`src/design/aff_pkg.sv`:
```
// Shared types, constants and fixed-point helpers of the affine texel address generator.
package aff_pkg;

  // Texture geometry; both texture sizes are powers of two.
  localparam int TEX_WIDTH       = 256;
  localparam int TEX_HEIGHT      = 256;
  localparam int BYTES_PER_TEXEL = 4;
  localparam int ROW_BYTES       = TEX_WIDTH * BYTES_PER_TEXEL;

  // Field and datapath widths.
  localparam int PIX_W   = 10;            // screen coordinate
  localparam int DX_W    = PIX_W + 1;     // centered coordinate, signed
  localparam int MAT_W   = 18;            // Q2.16 matrix entry
  localparam int Q_FRAC  = 16;
  localparam int PROD_W  = DX_W + MAT_W;  // coordinate times entry
  localparam int SUM_W   = PROD_W + 1;    // sum of two products
  localparam int UI_W    = SUM_W - Q_FRAC; // whole texels after truncation
  localparam int MPROD_W = 2 * MAT_W;     // entry times entry, Q4.32
  localparam int MSUM_W  = MPROD_W + 1;
  localparam int MRND_W  = MSUM_W + 1;    // sum plus rounding bias
  localparam int MRES_W  = MRND_W - Q_FRAC;
  localparam int ADDR_W  = 32;
  localparam int TEX_W   = 8;             // reported column and row bits
  localparam int CFG_IDX_W = 3;
  localparam int CFG_DATA_W = 32;
  localparam int IN_DATA_W  = 24;
  localparam int OUT_DATA_W = 48;

  localparam logic [UI_W-1:0] COL_MASK = UI_W'(TEX_WIDTH - 1);
  localparam logic [UI_W-1:0] ROW_MASK = UI_W'(TEX_HEIGHT - 1);

  localparam logic signed [MAT_W-1:0] Q_ONE   = MAT_W'(65536);
  localparam logic signed [MAT_W-1:0] SAT_MAX = MAT_W'(131071);
  localparam logic signed [MAT_W-1:0] SAT_MIN = MAT_W'(-131072);

  // Register indexes of the configuration port.
  typedef enum logic [CFG_IDX_W-1:0] {
    CFG_STEP_A     = 3'd0,
    CFG_STEP_B     = 3'd1,
    CFG_STEP_C     = 3'd2,
    CFG_STEP_D     = 3'd3,
    CFG_IMAGE_BASE = 3'd4,
    CFG_CENTER_X   = 3'd5,
    CFG_CENTER_Y   = 3'd6
  } aff_cfg_idx_t;

  typedef struct packed {
    logic signed [MAT_W-1:0] step_a;
    logic signed [MAT_W-1:0] step_b;
    logic signed [MAT_W-1:0] step_c;
    logic signed [MAT_W-1:0] step_d;
    logic [ADDR_W-1:0]       image_base;
    logic [PIX_W-1:0]        center_x;
    logic [PIX_W-1:0]        center_y;
  } aff_cfg_t;

  typedef struct packed {
    logic signed [MAT_W-1:0] a;
    logic signed [MAT_W-1:0] b;
    logic signed [MAT_W-1:0] c;
    logic signed [MAT_W-1:0] d;
  } aff_mat_t;

  localparam aff_cfg_t CFG_RESET = '{
    step_a:     MAT_W'(64802),
    step_b:     MAT_W'(-3184),
    step_c:     MAT_W'(3184),
    step_d:     MAT_W'(64802),
    image_base: '0,
    center_x:   PIX_W'(320),
    center_y:   PIX_W'(240)
  };

  localparam aff_mat_t MAT_RESET = '{a: Q_ONE, b: '0, c: '0, d: Q_ONE};

  // Truncate a Q.16 sum toward zero: negative values get a bias of one LSB short of 1.0.
  function automatic logic [UI_W-1:0] trunc_q16(input logic signed [SUM_W-1:0] s);
    logic signed [SUM_W-1:0] bias;
    logic signed [SUM_W-1:0] t;
    bias = s[SUM_W-1] ? SUM_W'((1 << Q_FRAC) - 1) : '0;
    t = s + bias;
    return t[SUM_W-1:Q_FRAC];
  endfunction

  // Round a Q.32 sum to Q.16 (half up) and saturate to one matrix entry.
  function automatic logic signed [MAT_W-1:0] round_sat(input logic signed [MSUM_W-1:0] s);
    logic signed [MRND_W-1:0] t;
    logic signed [MRES_W-1:0] r;
    t = MRND_W'(s) + MRND_W'(1 << (Q_FRAC - 1));
    r = t[MRND_W-1:Q_FRAC];
    if (r > MRES_W'(SAT_MAX)) begin
      return SAT_MAX;
    end else if (r < MRES_W'(SAT_MIN)) begin
      return SAT_MIN;
    end else begin
      return r[MAT_W-1:0];
    end
  endfunction

endpackage

```
`src/design/aff_texel_path.sv`:
```
// Three-register pixel pipeline: input, coordinate products, texel address result.
module aff_texel_path import aff_pkg::*; (
  input  logic                  clk,
  input  logic                  rst_n,
  input  aff_cfg_t              cfg,
  input  aff_mat_t              mat,
  input  logic                  in_valid,
  output logic                  in_ready,
  input  logic [PIX_W-1:0]      in_x,
  input  logic [PIX_W-1:0]      in_y,
  input  logic                  in_last,
  output logic                  last_fire,  // last pixel leaves the input register
  output logic                  out_valid,
  input  logic                  out_ready,
  output logic [ADDR_W-1:0]     out_addr,
  output logic [TEX_W-1:0]      out_col,
  output logic [TEX_W-1:0]      out_row
);

  logic                    s1_v_r, s1_last_r;
  logic [PIX_W-1:0]        s1_x_r, s1_y_r;
  logic                    s2_v_r;
  logic signed [PROD_W-1:0] pa_r, pb_r, pc_r, pd_r;
  logic                    o_v_r;
  logic [ADDR_W-1:0]       o_addr_r;
  logic [TEX_W-1:0]        o_col_r, o_row_r;

  logic o_adv, s2_adv, s1_adv;
  logic signed [DX_W-1:0] dx, dy;
  logic [UI_W-1:0] u, v, col, row;
  logic [ADDR_W-1:0] addr_nxt;

  // Each stage moves when its successor is empty or moving.
  assign o_adv  = !o_v_r || out_ready;
  assign s2_adv = !s2_v_r || o_adv;
  assign s1_adv = !s1_v_r || s2_adv;
  assign in_ready  = s1_adv;
  assign last_fire = s1_v_r && s1_last_r && s2_adv;

  // Centered coordinates.
  assign dx = DX_W'({1'b0, s1_x_r}) - DX_W'({1'b0, cfg.center_x});
  assign dy = DX_W'({1'b0, s1_y_r}) - DX_W'({1'b0, cfg.center_y});

  // Truncate, wrap to the texture and form the byte address.
  always_comb begin
    u = trunc_q16(SUM_W'(pa_r) + SUM_W'(pb_r));
    v = trunc_q16(SUM_W'(pc_r) + SUM_W'(pd_r));
    col = u & COL_MASK;
    row = v & ROW_MASK;
    addr_nxt = cfg.image_base
             + ADDR_W'(ADDR_W'(row) * ADDR_W'(ROW_BYTES))
             + ADDR_W'(ADDR_W'(col) * ADDR_W'(BYTES_PER_TEXEL));
  end

  // Payload registers.
  always_ff @(posedge clk) begin
    if (s1_adv) begin
      s1_x_r    <= in_x;
      s1_y_r    <= in_y;
      s1_last_r <= in_last;
    end
    if (s2_adv) begin
      pa_r <= PROD_W'(dx * mat.a);
      pb_r <= PROD_W'(dy * mat.b);
      pc_r <= PROD_W'(dx * mat.c);
      pd_r <= PROD_W'(dy * mat.d);
    end
    if (o_adv) begin
      o_addr_r <= addr_nxt;
      o_col_r  <= col[TEX_W-1:0];
      o_row_r  <= row[TEX_W-1:0];
    end
  end

  // Stage valid bits.
  always_ff @(posedge clk) begin
    if (!rst_n) begin
      s1_v_r <= 1'b0;
      s2_v_r <= 1'b0;
      o_v_r  <= 1'b0;
    end else begin
      if (s1_adv) begin
        s1_v_r <= in_valid;
      end
      if (s2_adv) begin
        s2_v_r <= s1_v_r;
      end
      if (o_adv) begin
        o_v_r <= s2_v_r;
      end
    end
  end

  assign out_valid = o_v_r;
  assign out_addr  = o_addr_r;
  assign out_col   = o_col_r;
  assign out_row   = o_row_r;

endmodule

```
`config.mk`:
```
export PLATFORM = sky130hd
export DESIGN_NAME = aff_texel_path
export DESIGN_NICKNAME = d
export VERILOG_FILES = /design/src/design/aff_pkg.sv /design/src/design/aff_texel_path.sv
export SDC_FILE = /design/constraint.sdc
export NUM_CORES = 2
export LEC_CHECK = 0
export BUFFER_PORTS_ARGS = -buffer_cell sky130_fd_sc_hd__buf_2
export CAP_MARGIN = 40
export CORE_ASPECT_RATIO = 0.8
export CORE_MARGIN = 2
export CORE_UTILIZATION = 43
export CTS_CLUSTER_DIAMETER = 120
export DETAILED_ROUTE_END_ITERATION = 12
export SLEW_MARGIN = 10
export SYNTH_ARGS = -nofsm -noshare
export SYNTH_HDL_FRONTEND = slang
export SYNTH_SLANG_ARGS = --single-unit
```
`constraint.sdc`:
```
create_clock -name clk -period 9.15 [get_ports clk]
set_clock_uncertainty 0.2 [all_clocks]
set_input_delay 0.4575 -clock clk [delete_from_list [all_inputs] [get_ports clk]]
set_output_delay 0.4575 -clock clk [all_outputs]
set_load 0.02 [all_outputs]
```
==> Yosys cells after proc, flatten, opt, wreduce, memory -nomap -nowiden <==
Cells that the tools add are included.
{ "classes": {"add_sub_neg": 8, "mul": 4, "div": 0, "magnitude_cmp": 0, "eq_ne": 0, "shift": 0, "mux": 2, "bitwise_logic": 0, "n_reduce_logical": 8} }
{ "ops": {"columns": ["cell", "n"], "rows": [
  ["11-bit by 18-bit multiplier with 29-bit output", 4],
  ["29-bit by 29-bit adder with 30-bit output", 2],
  ["24-bit by 17-bit adder with 24-bit output", 2],
  ["32-bit by 10-bit adder with 32-bit output", 1],
  ["32-bit by 18-bit adder with 32-bit output", 1],
  ["16-bit 2-to-1 mux", 2],
  ["10-bit by 10-bit subtractor with 11-bit output", 2],
  ["1-bit zero test", 3],
  ["1-bit logical OR", 3],
  ["1-bit logical AND", 2]
]} }
{ "word_totals": {"register_bits": 188, "latch_bits": 0, "mem_bits_rw": 0, "rom_bits": 0, "output_inout_bits": 51, "word_cells": 35, "mem_count": 0} }

==> Depth between registers and ports, before layout <==
{ "logic_depth": {"ltp_word": 5, "depth_mapped": 36, "mapped_depth_nobuf": 34} }

==> Least setup slack after synthesis <==
Ideal clock, no wire load.
{ "synth_timing": {"path_kind": "input -> register", "from": "input cfg[0] (netlist bit)", "to": "register pd_r[25], data pin", "setup_time_ns": 0.258, "arrival_time_ns": 7.340, "required_ns": 8.692, "path_slack_ns": 1.352, "stages": 31, "path_cell_list": "ha_1 inv_1 fa_1 a21o_1 a21oi_1 o21ai_0 a21oi_1 nor2b_1 o21a_1 o21ai_0 nand2b_1 a21o_1 clkbuf_1 clkbuf_1 nor2_1 fa_1 fa_1 fa_1 fa_1 inv_1 fa_1 inv_1 ha_1 a2111oi_2 a21oi_1 a41o_1 a311o_1 a2111o_1 a21o_1 a21oi_2 xnor2_1"} }
{ "synth_between": {"elab_chain_cells": 2} }
{ "synth_rtl": {"columns": ["item", "line_no", "source"], "rows": [
  ["start: declaration", "aff_texel_path.sv:5", "input aff_cfg_t cfg,"],
  ["10-bit by 10-bit subtractor with 11-bit output", "aff_texel_path.sv:42", "assign dy = DX_W'({1'b0, s1_y_r}) - DX_W'({1'b0, cfg.center_y});"],
  ["11-bit by 18-bit multiplier with 29-bit output", "aff_texel_path.sv:66", "pd_r <= PROD_W'(dy * mat.d);"],
  ["end signal: assignment", "aff_texel_path.sv:66", null],
  ["end: declaration", "aff_texel_path.sv:23", "logic signed [PROD_W-1:0] pa_r, pb_r, pc_r, pd_r;"]
]} }
No other way between the ends.
A chain may end at the register's enable or synchronous reset.

==> Worst setup path in the final report <==
{ "layout_timing": {"from": "register s1_x_r[0]", "to": "register pc_r[28], data pin"} }
{ "layout_between": {"elab_chain_cells": 2} }
{ "layout_rtl": {"columns": ["item", "line_no", "source"], "rows": [
  ["start: declaration", "aff_texel_path.sv:21", "logic [PIX_W-1:0] s1_x_r, s1_y_r;"],
  ["start signal: assignment", "aff_texel_path.sv:58", "s1_x_r <= in_x;"],
  ["10-bit by 10-bit subtractor with 11-bit output", "aff_texel_path.sv:41", "assign dx = DX_W'({1'b0, s1_x_r}) - DX_W'({1'b0, cfg.center_x});"],
  ["11-bit by 18-bit multiplier with 29-bit output", "aff_texel_path.sv:65", "pc_r <= PROD_W'(dx * mat.c);"],
  ["end signal: assignment", "aff_texel_path.sv:65", null],
  ["end: declaration", "aff_texel_path.sv:23", null]
]} }
No other way between the ends.

==> out/results.txt <==
0 antenna diodes ended up in the layout. The multiplexer area fraction after synthesis was 0.000252. The tools report the kind of end point of the critical path as a flop. Based on the critical path, the design can be clocked at up to 117 MHz. The tools report the via count of the first global-routing pass as 28902.

The fraction of final layout cells with drive strength greater than 1 came out at 0.0819. After clock tree synthesis, the clock-pin slew on the worst setup and hold paths is 0.09 ns. The run gives 4 as the number of H-tree branching levels. The logs give 0.434 for the starting utilization of the core area and 0 for the total setup buffers inserted after CTS. Wire length on met2: 43400 um.

The tools report the critical path launch point type as a flop. For the number of routed nets with antenna violations, the log shows 0. The overall overflow remaining after global route came out at 0. Setup repair after global routing left no endpoint under its margin. 272 I/O pins were placed.

The run gives 4 as the number of antenna violations at the first check in global routing. The total count of hold-check failures in the final report came out at 0. The worst-path maximum fanout works out to 12. The first global-routing pass estimated 152000 um of wire.

Data arrives at the worst endpoint at 8.61 ns. The final route contains 27905 vias. The worst slew margin relative to its limit was 0.369. Cell repeated most along the worst path: sky130_fd_sc_hd__fa_1. The clock passes through at most 2 buffers. The run gives 17 as the number of buffers inserted during clock tree synthesis.

Synthesis produced a netlist with a net count of 5511. The run finished with clean final reports. The routed length per instance was 16.5 um. The first-pass iteration count of the detailed router was 6. In the routed design, unresolved DRC markers number 0. The highest metal layer carrying signal wires in the routed design is met5.

The logs give 75800 um for the sum of net half-perimeters after detailed placement and 0 for the total count of max-transition violations in the final report. The logs give 4197 for the number of instances in the synthesized netlist and 30100 sq um for the area of the multi-input gates. For the met1 routed wirelength after detailed routing, the log shows 42400 um. The longest individual stage delay on the worst path was 0.50 ns; the area overhead of the layout relative to synthesis was 8.85%. The clock latency at the later pin of the worst-skew pair is 0.49 ns, and the shortest period the worst path allows is 8.58 ns. The tool flagged a number of max-cap violations equal to 0. Met3 wire length: 4600 um. The final hold slack is 0.0403 ns, and the ratio of final minimum period to clock period is 0.938.

The library cell used most frequently in the layout, excluding fill and tap cells, is sky130_fd_sc_hd__inv_1. The mean cell area of the mapped netlist was 9.45 sq um; the share of the synthesized area in compound gates (AO/OA/AOI/OAI) was 0.0791. CTS placed an instance of sky130_fd_sc_hd__clkbuf_16 at the clock tree root.

The total area of sequential cells is 5620 sq um, and the width of the chip is 344 um. The global-route total usage across every layer came out at 0.204. The slack of the critical path is 0.571 ns, and the total of fill cells in the finished design is 8695.

The floorplan step defined a die boundary enclosing 94700 sq um. The library cells used most frequently in the layout, excluding fill and tap cells, are sky130_fd_sc_hd__inv_1, sky130_fd_sc_hd__fa_1, sky130_fd_sc_hd__nand2_1. The tools report the count of nets after finishing as 5658. The cell at the slowest stage of the critical path was sky130_fd_sc_hd__fa_1.

The post-route setup TNS is 0 ns. The run gives 0.378 ns as the worst slack after detailed placement. Counting flops with a built-in enable in the synthesized netlist gives 185. The Yosys warning count is 0, and the area of the core is 91300 sq um.

The xor/xnor share of the synthesized area was 0.0450. The number of placement rows is 99, and the pin count of the biggest net entering global routing is 62. Share of flip-flops with an asynchronous set or reset: 0. Counting distinct cell types in the post-synthesis netlist gives 82. The number of synthesized register bits works out to 188.

The run gives 91700 um as the overall routed net length. Post-synthesis adder-cell area fraction: 0.482. The vertical extent of the die works out to 276 um.

In this run, the number of DRC markers left after iteration 0 of detailed routing was 1516. The quantity of I/O buffers inserted on ports was 199. Number of failing setup endpoints in the final timing report: 0.

Dominant synthesized flop cell: sky130_fd_sc_hd__edfxtp_1. The number of sinks handled by clock tree synthesis is 188, and the post-synthesis share of cell area spent on and, or, nand and nor gates is 0.149. The number of buffers and inverters on the critical path is 5. Routability-driven placement finished with a final weighted congestion of 0.833. At the pin with the least slew margin, the transition time is 0.940 ns. The kind of cell with the highest combined delay along the critical path is adder cells. The worst endpoint required time was 9.18 ns; the mean number of vias per cell was 5.01. Kind of critical path: reg -> reg. The worst min-delay path class was in -> reg.

The portion of the post-synthesis area used by sequential elements is 0.142. The main combinational cell family by area after synthesis was adder cells. The netlist area before placement was 39700 sq um. TritonCTS built the clock tree.
==> per-stage QoR <==
step                       util  area (sq um)  std cells
after detailed placement  0.463         42300       5510
after floorplan               -         39700       4197
after global routing      0.473         43200       5569
after CTS                 0.472         43100       5566
after global placement    0.461         42100       5500
final                     0.473         43200       5569
==> cells by family (layout without fill, tap and decap cells) <==
| kind of cell | Yosys count | after routing |
|---|---|---|
| AND/OR/NAND/NOR | 1173 | 1173 |
| adder cells (fa/ha/maj) | 1093 | 1093 |
| XOR/XNOR | 202 | 202 |
| AO/OA/AOI/OAI | 455 | 455 |
| flip-flops | 188 | 188 |
| buffers and inverters | 1085 | 1245 |
| multiplexers | 1 | 1 |
==> metal layers <==
layer / global-route usage / vias up
met5: 0 / -
met4: 0.0368 / 4
met2: 0.339 / 541
met1: 0.282 / 14052
li1: - / 13221
met3: 0.0352 / 87
==> synth_stat cells, types with 12 or more instances <==
cell | n | share of area
sky130_fd_sc_hd__nand3_1 | 38 | 0.0048
sky130_fd_sc_hd__edfxtp_1 | 185 | 0.14
sky130_fd_sc_hd__xor2_1 | 43 | 0.0095
sky130_fd_sc_hd__o21ai_0 | 69 | 0.0087
sky130_fd_sc_hd__and3_1 | 22 | 0.0035
sky130_fd_sc_hd__fa_1 | 725 | 0.37
sky130_fd_sc_hd__o21a_1 | 36 | 0.0068
sky130_fd_sc_hd__and2_1 | 340 | 0.054
sky130_fd_sc_hd__o21ai_1 | 13 | 0.0016
sky130_fd_sc_hd__nand2b_1 | 23 | 0.0036
sky130_fd_sc_hd__nor3_1 | 28 | 0.0035
sky130_fd_sc_hd__nor2b_1 | 98 | 0.015
sky130_fd_sc_hd__clkbuf_1 | 145 | 0.014
sky130_fd_sc_hd__o21bai_1 | 19 | 0.0036
sky130_fd_sc_hd__a21o_1 | 78 | 0.015
sky130_fd_sc_hd__a21oi_1 | 112 | 0.014
sky130_fd_sc_hd__nor2_1 | 172 | 0.016
sky130_fd_sc_hd__or2_2 | 15 | 0.0024
sky130_fd_sc_hd__a211oi_1 | 21 | 0.0040
sky130_fd_sc_hd__nand2_1 | 391 | 0.037
sky130_fd_sc_hd__inv_1 | 939 | 0.089
sky130_fd_sc_hd__ha_1 | 368 | 0.12
sky130_fd_sc_hd__or3_1 | 12 | 0.0019
sky130_fd_sc_hd__xnor2_1 | 157 | 0.035
==> path summary, 6_finish.rpt <==
kind,cells past startpoint,slack (ns),end,start
hold / removal,1,0.04,s1_x_r[1]$_DFFE_PP_,in_x[1]
setup / recovery,32,0.57,pc_r[28]$_DFFE_PP_,s1_x_r[0]$_DFFE_PP_
setup reg to reg,32,0.57,pc_r[28]$_DFFE_PP_,s1_x_r[0]$_DFFE_PP_
hold reg to reg,2,0.34,s2_v_r$_SDFFE_PN0P_,s1_v_r$_SDFFE_PN0P_
==> registers in the layout (all words and copies together), names as in the netlist <==
register	flops
s1_last_r	1
out_valid	1
pd_r	29
s1_v_r	1
pb_r	29
pa_r	29
out_row	8
s1_y_r	10
s1_x_r	10
s2_v_r	1
out_col	8
pc_r	29
out_addr	32
==> timing repair <==
item	in CTS	in global routing
resized for setup	0	2
endpoints found under the hold margin	25	0
hold buffers	24	0
endpoints found under the setup margin	0	4
==> final cells by class <==
class	count	share of cell area
Multi-Input combinational cell	2924	0.698
Sequential cell	188	0.130
Inverter	939	0.0816
Timing Repair Buffer	274	0.0411
Tap cell	1212	0.0351
Clock buffer	17	0.00985
Clock inverter	15	0.00441
Power is left out: the tool's default activity adds up to more than one toggle a clock period on the data nets, which glitch-free logic cannot reach.
